`src/design/app_pkg.sv`:
```
// shared types, constants and table address helpers for the automaton path probability block
`timescale 1ns / 1ps

package app_pkg;

  // automaton size and number format
  localparam int NUM_STATES     = 64;
  localparam int ALPHA_SIZE     = 4;
  localparam int PROB_FRAC_BITS = 16;

  // field widths
  localparam int STATE_W     = 6;
  localparam int SYM_W       = 2;
  localparam int ACT_W       = 2;
  localparam int PROB_W      = PROB_FRAC_BITS + 1;
  localparam int TABLE_DEPTH = NUM_STATES * ALPHA_SIZE;
  localparam int ADDR_W      = $clog2(TABLE_DEPTH);

  localparam logic [PROB_W-1:0] ONE_PROB = PROB_W'(1) << PROB_FRAC_BITS;

  // request kinds
  localparam logic [ACT_W-1:0] ACT_WRITE = 2'd0;
  localparam logic [ACT_W-1:0] ACT_SYM   = 2'd1;
  localparam logic [ACT_W-1:0] ACT_EMPTY = 2'd2;
  localparam logic [ACT_W-1:0] ACT_TRANS = 2'd3;

  // result kinds
  localparam logic KIND_WORD  = 1'b0;
  localparam logic KIND_TRANS = 1'b1;

  // one table entry: transition valid, next state, emission probability
  typedef struct packed {
    logic               valid;
    logic [STATE_W-1:0] next;
    logic [PROB_W-1:0]  prob;
  } tbl_entry_t;

  // table memory access from the sequencer
  typedef struct packed {
    logic              we;
    logic [ADDR_W-1:0] waddr;
    tbl_entry_t        wdata;
    logic [ADDR_W-1:0] raddr;
  } mem_req_t;

  // result handed to the output register
  typedef struct packed {
    logic              valid;
    logic [PROB_W-1:0] prob;
    logic              kind;
  } res_t;

  // true when (state, symbol) names a table entry
  function automatic logic slot_ok(logic [STATE_W-1:0] st, logic [SYM_W-1:0] sym);
    return (32'(st) < NUM_STATES) && (32'(sym) < ALPHA_SIZE);
  endfunction

  // flat table address of (state, symbol)
  function automatic logic [ADDR_W-1:0] slot_addr(logic [STATE_W-1:0] st,
                                                  logic [SYM_W-1:0] sym);
    return ADDR_W'(ADDR_W'(st) * ADDR_W'(ALPHA_SIZE) + ADDR_W'(sym));
  endfunction

endpackage

```
`src/design/app_ctrl.sv`:
```
// sequencer: table writes, empty-word answers, word walk with running product, transition sums
`timescale 1ns / 1ps

module app_ctrl
  import app_pkg::*;
(
  input  logic               clk,
  input  logic               rst_n,
  // input request
  input  logic               in_valid,
  output logic               in_ready,
  input  logic [ACT_W-1:0]   action,
  input  logic [STATE_W-1:0] state_index,
  input  logic [SYM_W-1:0]   symbol,
  input  logic [STATE_W-1:0] next_state,
  input  logic               next_valid,
  input  logic [PROB_W-1:0]  entry_prob,
  input  logic               first,
  input  logic               last,
  input  logic [STATE_W-1:0] target_state,
  // table memory
  output mem_req_t           mem_req,
  input  tbl_entry_t         rdata,
  // result
  output res_t               res,
  input  logic               out_free
);

  localparam logic [2:0] ST_IDLE   = 3'd0;
  localparam logic [2:0] ST_SYM_RD = 3'd1;
  localparam logic [2:0] ST_WEND   = 3'd2;
  localparam logic [2:0] ST_TRANS  = 3'd3;
  localparam logic [2:0] ST_EMIT   = 3'd4;

  localparam logic [SYM_W-1:0] LAST_SYM = SYM_W'(ALPHA_SIZE - 1);

  logic [2:0]         state_r,   state_nxt;
  logic [STATE_W-1:0] cur_r,     cur_nxt;
  logic               alive_r,   alive_nxt;
  logic [PROB_W-1:0]  run_r,     run_nxt;
  logic [PROB_W-1:0]  sum_r,     sum_nxt;
  logic [SYM_W-1:0]   cnt_r,     cnt_nxt;
  logic [STATE_W-1:0] st_r,      st_nxt;
  logic [STATE_W-1:0] tgt_r,     tgt_nxt;
  logic               last_r,    last_nxt;
  logic               ok_r,      ok_nxt;
  logic [PROB_W-1:0]  resp_r,    resp_nxt;
  logic               resk_r,    resk_nxt;

  logic               accept;
  logic [STATE_W-1:0] cur_use;
  logic [2*PROB_W-1:0] prod;
  logic               hit;
  logic [PROB_W:0]    sum_add;
  logic [PROB_W-1:0]  sum_new;

  assign in_ready = (state_r == ST_IDLE);
  assign accept   = in_valid && in_ready;

  // start state of the lookup for a word symbol
  assign cur_use = first ? state_index : cur_r;

  // running product, truncated back to the probability format
  assign prod = (2*PROB_W)'(run_r) * (2*PROB_W)'(rdata.prob);

  // transition sum step with saturation at one
  assign hit     = rdata.valid && (rdata.next == tgt_r);
  assign sum_add = {1'b0, sum_r} + {1'b0, rdata.prob};
  assign sum_new = !hit ? sum_r :
                   (sum_add > {1'b0, ONE_PROB}) ? ONE_PROB : sum_add[PROB_W-1:0];

  assign res.valid = (state_r == ST_EMIT);
  assign res.prob  = resp_r;
  assign res.kind  = resk_r;

  // next state and memory access
  always_comb begin
    state_nxt = state_r;
    cur_nxt   = cur_r;
    alive_nxt = alive_r;
    run_nxt   = run_r;
    sum_nxt   = sum_r;
    cnt_nxt   = cnt_r;
    st_nxt    = st_r;
    tgt_nxt   = tgt_r;
    last_nxt  = last_r;
    ok_nxt    = ok_r;
    resp_nxt  = resp_r;
    resk_nxt  = resk_r;

    mem_req.we          = 1'b0;
    mem_req.waddr       = slot_addr(state_index, symbol);
    mem_req.wdata.valid = next_valid;
    mem_req.wdata.next  = next_state;
    mem_req.wdata.prob  = (entry_prob > ONE_PROB) ? ONE_PROB : entry_prob;
    mem_req.raddr       = slot_addr(st_r, cnt_r + SYM_W'(1));

    case (state_r)
      ST_IDLE: begin
        mem_req.raddr = (action == ACT_SYM) ? slot_addr(cur_use, symbol)
                                            : slot_addr(state_index, '0);
        if (accept) begin
          case (action)
            ACT_WRITE: begin
              mem_req.we = slot_ok(state_index, symbol);
            end
            ACT_SYM: begin
              if (first) begin
                run_nxt   = ONE_PROB;
                alive_nxt = 1'b1;
              end
              cur_nxt   = cur_use;
              ok_nxt    = slot_ok(cur_use, symbol);
              tgt_nxt   = target_state;
              last_nxt  = last;
              state_nxt = ST_SYM_RD;
            end
            ACT_EMPTY: begin
              resp_nxt  = (state_index == target_state) ? ONE_PROB : '0;
              resk_nxt  = KIND_WORD;
              state_nxt = ST_EMIT;
            end
            default: begin
              st_nxt   = state_index;
              tgt_nxt  = target_state;
              cnt_nxt  = '0;
              sum_nxt  = '0;
              resk_nxt = KIND_TRANS;
              if (slot_ok(state_index, '0)) begin
                state_nxt = ST_TRANS;
              end else begin
                resp_nxt  = '0;
                state_nxt = ST_EMIT;
              end
            end
          endcase
        end
      end

      // entry read back: multiply in or kill the word
      ST_SYM_RD: begin
        if (alive_r) begin
          if (!ok_r || !rdata.valid) begin
            alive_nxt = 1'b0;
            run_nxt   = '0;
          end else begin
            run_nxt = prod[PROB_FRAC_BITS +: PROB_W];
            cur_nxt = rdata.next;
          end
        end
        state_nxt = last_r ? ST_WEND : ST_IDLE;
      end

      // word answer from the settled product
      ST_WEND: begin
        resp_nxt  = (alive_r && (cur_r == tgt_r)) ? run_r : '0;
        resk_nxt  = KIND_WORD;
        alive_nxt = 1'b0;
        state_nxt = ST_EMIT;
      end

      // one symbol column per cycle
      ST_TRANS: begin
        sum_nxt = sum_new;
        if (cnt_r == LAST_SYM) begin
          resp_nxt  = sum_new;
          state_nxt = ST_EMIT;
        end else begin
          cnt_nxt = cnt_r + SYM_W'(1);
        end
      end

      // hand off to the output register
      ST_EMIT: begin
        if (out_free) begin
          state_nxt = ST_IDLE;
        end
      end

      default: begin
        state_nxt = ST_IDLE;
      end
    endcase
  end

  // control state and word registers
  always_ff @(posedge clk) begin
    if (!rst_n) begin
      state_r <= ST_IDLE;
      cur_r   <= '0;
      alive_r <= 1'b0;
      run_r   <= '0;
    end else begin
      state_r <= state_nxt;
      cur_r   <= cur_nxt;
      alive_r <= alive_nxt;
      run_r   <= run_nxt;
    end
  end

  // working payload registers
  always_ff @(posedge clk) begin
    sum_r  <= sum_nxt;
    cnt_r  <= cnt_nxt;
    st_r   <= st_nxt;
    tgt_r  <= tgt_nxt;
    last_r <= last_nxt;
    ok_r   <= ok_nxt;
    resp_r <= resp_nxt;
    resk_r <= resk_nxt;
  end

endmodule

```
`config.mk`:
```
export PLATFORM = sky130hd
export DESIGN_NAME = app_ctrl
export DESIGN_NICKNAME = d
export VERILOG_FILES = /design/src/design/app_pkg.sv /design/src/design/app_ctrl.sv
export SDC_FILE = /design/constraint.sdc
export NUM_CORES = 1
export LEC_CHECK = 0
export ABC_AREA = 1
export ABC_CLOCK_PERIOD_IN_PS = 9200
export BUFFER_PORTS_ARGS = -buffer_cell sky130_fd_sc_hd__clkbuf_2
export CAP_MARGIN = 40
export CORE_MARGIN = 2
export CORE_UTILIZATION = 50
export DETAILED_ROUTE_END_ITERATION = 7
export PLACE_DENSITY_LB_ADDON = 0.12
export SLEW_MARGIN = 20
export SYNTH_ARGS = -nofsm -noshare
export SYNTH_HDL_FRONTEND = slang
export SYNTH_SLANG_ARGS = --single-unit
export TNS_END_PERCENT = 5
```
`constraint.sdc`:
```
create_clock -name clk -period 9.2 [get_ports clk]
set_input_delay 1.38 -clock clk [delete_from_list [all_inputs] [get_ports clk]]
set_output_delay 1.38 -clock clk [all_outputs]
set_load 0.005 [all_outputs]
```
After elaboration in Yosys (flattened, before gate mapping)

Index checks and enable logic that the tools add are counted.

Flip-flop bits (word level): 77
Latch bits: 0
RAM bits: 0
Memory bits (read-only): 0
Input port bits: 70
Logic and storage cells: 116
Memories: 0

Add/sub/neg operators: 5
$mul: 1
Div/mod/pow operators: 0
Order comparisons: 2
Equality and inequality tests: 22
Shift operators: 0
Muxes and demuxes: 48
Bitwise operators: 2
Reduce and logical (&&, ||, !) cells: 25

Operators by type and width:

| cell                 | count |
|---|---|
| $mux 17              | 15 |
| $pmux 17 s2          | 2 |
| $pmux 17 s3          | 1 |
| $mul 17x17->33       | 1 |
| $mux 6               | 5 |
| $add 8x2->8          | 3 |
| $add 17x17->18       | 1 |
| $eq 6x6->1           | 3 |
| $gt 18x17->1 const B | 1 |
| $gt 17x17->1 const B | 1 |
| $mux 8               | 2 |
| $ne 2x2->1 const B   | 8 |
| $reduce_and 4->1     | 4 |
| $pmux 3 s5           | 1 |
| $reduce_and 3->1     | 5 |
| $pmux 6 s2           | 1 |
| $reduce_and 5->1     | 2 |
| $mux 1               | 9 |
| $mux 3               | 3 |
| $pmux 3 s3           | 1 |
| $mux 2               | 4 |
| $ne 2x1->1 const B   | 4 |
| $eq 3x2->1 const B   | 2 |
| $reduce_bool 2->1    | 3 |
| other kinds (16)     | 23 |

Logic depth before layout (Yosys ltp)

Depth after elaboration: 6
Gate-level depth with buffers: 27

Worst setup path before layout

OpenSTA, ideal clock, no wires.

Path kind: input -> register
Start: input rdata[2] in the netlist's numbering
End: register run_r[13]
Library setup time: 0.132 ns
Data arrival time: 6.380 ns
Data required time: 9.068 ns
Path slack: 2.688 ns
Stages: 22
Path buffers: 2
Path through: clkbuf_1 > clkbuf_1 > nand2_1 > fa_1 > fa_1 > fa_1 > fa_1 > inv_1 > fa_1 > inv_1 > fa_1 > inv_1 > ha_1 > a21oi_1 > o21ai_0 > a21oi_1 > o21ai_0 > nand2_1 > o211ai_1 > or2_2 > nand3_1 > a21oi_1

Longest elaborated chain between the ends: 4

Ends and longest elaborated chain:

| what                 | RTL line        | source |
|---|---|---|
| start, declared      | app_ctrl.sv:23  | `input tbl_entry_t rdata,` |
| $mul 17x17->33       | app_ctrl.sv:64  | `assign prod = (2*PROB_W)'(run_r) * (2*PROB_W)'(rdata.prob);` |
| $mux 17              | app_ctrl.sv:143 | `if (!ok_r \|\| !rdata.valid) begin` |
| $mux 17              | app_ctrl.sv:142 | `if (alive_r) begin` |
| $pmux 17 s2          | app_ctrl.sv:98  | `case (state_r)` |
| end signal, assigned | app_ctrl.sv:197 | `run_r <= run_nxt;` |
| end, declared        | app_ctrl.sv:40  | `logic [PROB_W-1:0] run_r, run_nxt;` |

No other way between the ends. The select of a mux whose other input is x is not followed.
A chain may end at the register's enable or synchronous reset.

Worst setup path after layout

Start: input rdata[8] in the netlist's numbering
End: register run_r[5]

The elaborated chain is that of the path after synthesis.

==> flow_summary.yaml <==
status:
  status: "finished, final reports clean"
synthesis:
  yosysMostFrequentCell: "nand2_1"
  ys_ff_latch: 77
  avgSynthCellArea_um2: 7.20
  synth_seq_area_share: 0.137
  synth_edf_count: 50
  synth.area.top_cells: "fa_1 (30%), nand2_1 (15%), inv_1 (13%)"
  async_reset_ff_frac: 0
  syn_inst: 2067
  synth_flop_cell: "edfxtp_1"
  syn_area_mm2: 0.0149
  synth_fp_nets: 2484
  synthTopCellsByCount: "nand2_1 (611), inv_1 (526), fa_1 (222)"
  ys.warnings.count: 0
  yosysTopAreaCellShare: 0.298
  yosysUniqueCellTypes: 41
  yosysTopAreaCell: "fa_1"
timing:
  hold_slack_ns: 0.486
  post-route-min-period_ns: 6.80
  final-hold-violation-count: 0
  tightestPinTransition_ns: 0.706
  tns_ns: 0
  fin_crit_sh: 0.739
  fmaxAchievable_mhz: 147
  setup_viol: 0
  slew_headroom: 0.529
  rsz0062_at_grt: "no"
  clock_skew_ns: 0.0158
  drv_slew: 0
worst_setup_path:
  startpoint_type: "input port"
  r2r_end: "run_r[5]"
  rr_startpoint: "run_r[7]"
  required_ns: 9.48
  end_kind: "flip-flop"
  crit_arrival_ns: 7.09
  reg2reg_depth: 24
  path_class: "input port to flip-flop"
  critPathMaxFanout: 18
  rrSetupSlack_ns: 3.04
placed_design:
  dp_cells: 2494
  place_congestion: 0.969
  io_buffers: 116
  hpwl_um: 32700
final_layout:
  area_growth_pct: 8.09
  drive_gt1_frac: 0.0863
  final_cells: 2511
  nNetsFinal: 2533
  antenna_cells: 0
cts:
  post_cts_buffers: 0
  clock_sinks: 77
  htreeDepth: 3
  cts_root_buf: "clkbuf_16"
  clk_pin_slew_ns: 0.06
  cts_hold_buf: 0
  cts.repair.resized: 0
  clockBufferDepth: 2
  cts_tree: "done"
  clk_latency_ns: 0.36
  cts_buffers: 9
global_routing:
  antenna_found_initial: 0
  track_usage: 0.277
  grt-ovfl-total: 0
  grt_pass1_wl_um: 67100
  grt_pass1_vias: 13200
  grt_max_degree: 32
route:
  vias_per_cell: 5.13
  ant_nets: 0
  drtPass1Iterations: 6
  vias: 12900
  wirelength_um: 41200
  initialDrtViolationCount: 948
  post_drt_wl_per_cell_um: 16.4
  drc_errors: 0
flow_run:
  maxCapViolCount: 0
die:
  fp.dieH_um: 177
  core_area_mm2: 0.0295
  dieArea_mm2: 0.0312
  die_w_um: 177
  initial_core_util: 0.505
  num_rows: 63
  ios: 131
worst_hold_path:
  min_to: "cur_r[2]"
  holdCritPathClass: "flip-flop to flip-flop"
  worstHoldPathCells: 2
  min_from: "cur_r[2]"
power:
  pwr-share-clk: 0.322
  pwr-share-comb: 0.337
  powerDensity_mw_per_mm2: 77.4
  p_sw_frac: 0.370
  ir_drop_uv: 75.5
  leakage_nw: 9.34
  p_int_uw: 785
  power.switching_uw: 460
  seq_power_share: 0.341
==> state kept, by name (all words and copies together) (netlist names) <==
signal	cells
cur_r	6
run_r	17
st_r	6
state_r	3
resk_r	1
resp_r	17
last_r	1
cnt_r	2
tgt_r	6
sum_r	17
alive_r	1
==> layout make-up <==
type | count | area [um^2]
fill | 2896 | 13400
multi-input combinational | 1350 | 10400
sequential | 77 | 2040
inverter | 538 | 2020
timing repair buffer | 140 | 847
tap | 390 | 488
clock buffer | 9 | 225
clock inverter | 7 | 96.3
==> cell usage in the layout (no fill, tap or decap), types with 2 or more instances in the layout <==
master	instances
buf_8	6
fa_1	222
ha_1	125
buf_4	14
xor2_1	10
nand3_1	44
o22ai_1	3
bufinv_16	2
o21ai_0	58
nand2_2	5
o21a_1	5
clkbuf_16	9
nand4_1	14
nand2_1	611
nand3b_1	9
clkinv_1	2
xnor2_1	8
a211oi_1	13
dfxtp_1	27
o211ai_1	3
o21bai_1	2
clkinv_2	2
or2_2	6
inv_6	2
buf_16	2
nor3_1	19
nor4_1	7
a21oi_1	78
inv_1	526
inv_2	10
nor2_2	3
nor2_1	93
edfxtp_1	50
clkbuf_2	116
==> metrics by stage <==
| stage | util | setup WS [ns] | area (um^2) | total power, mW |
|---|---|---|---|---|
| floorplan | - | 2.69 | 14900 | 0.710 |
| global placement | 0.529 | 2.19 | 15600 | 0.841 |
| detailed placement | 0.535 | 2.17 | 15800 | 0.848 |
| CTS | 0.546 | 2.54 | 16100 | 1.25 |
| global route | 0.546 | 2.16 | 16100 | 1.32 |
| finish | 0.546 | 2.40 | 16100 | 1.25 |
==> cell families (layout without fill, tap and decap cells) <==
| kind of cell | after synthesis | in the layout | share of synthesized area |
|---|---|---|---|
| adder cells (fa/ha/maj) | 347 | 347 | 0.403 |
| flip-flops | 77 | 77 | 0.137 |
| AND/OR/NAND/NOR | 815 | 815 | 0.220 |
| buffers and inverters | 640 | 694 | 0.166 |
| AO/OA/AOI/OAI | 170 | 170 | 0.0628 |
| XOR/XNOR | 18 | 18 | 0.0106 |
==> worst max path at each step <==
stage             start         to  slack (ns)  depth (start not counted)
2_1_floorplan  rdata[2]  run_r[13]        2.69                         22
3_3_place_gp   rdata[8]   run_r[5]        2.19                         24
3_5_place_dp   rdata[8]   run_r[5]        2.17                         24
4_1_cts        rdata[8]   run_r[5]        2.54                         24
5_1_grt        rdata[8]   run_r[5]        2.16                         24
6_report       rdata[8]   run_r[5]        2.40                         24
==> power groups by stage <==
stage	sequential (mW)	combinational, mW	clock (mW)
floorplan	0.427	0.283	0
global route	0.428	0.476	0.420
finish	0.425	0.419	0.401
detailed placement	0.432	0.416	0
global placement	0.432	0.409	0
CTS	0.425	0.420	0.407
==> worst max-delay path: stages <==
cell      delay (ns)
clkbuf_2        0.46
nand2_1         0.17
fa_1            0.56
inv_1           0.06
fa_1            0.50
inv_1           0.05
fa_1            0.53
inv_1           0.05
fa_1            0.39
fa_1            0.52
inv_1           0.05
fa_1            0.47
inv_1           0.04
ha_1            0.34
nand2_1         0.17
nor2_1          0.17
inv_1           0.10
nor3_1          0.36
nand2_1         0.10
nand2_1         0.12
nand2_1         0.11
nand3b_1        0.10
nand3_1         0.12
a21oi_1         0.16
==> routing by layer <==
| metal | part of all wire | vias up | track usage |
|---|---|---|---|
| met5 | 0 | - | 0 |
| met4 | 0.028 | 0 | 0.0919 |
| met3 | 0.063 | 73 | 0.0463 |
| met2 | 0.49 | 414 | 0.470 |
| met1 | 0.42 | 6203 | 0.361 |
| li1 | - | 6185 | - |
No activity file was read; power rests on OpenSTA's default activity.
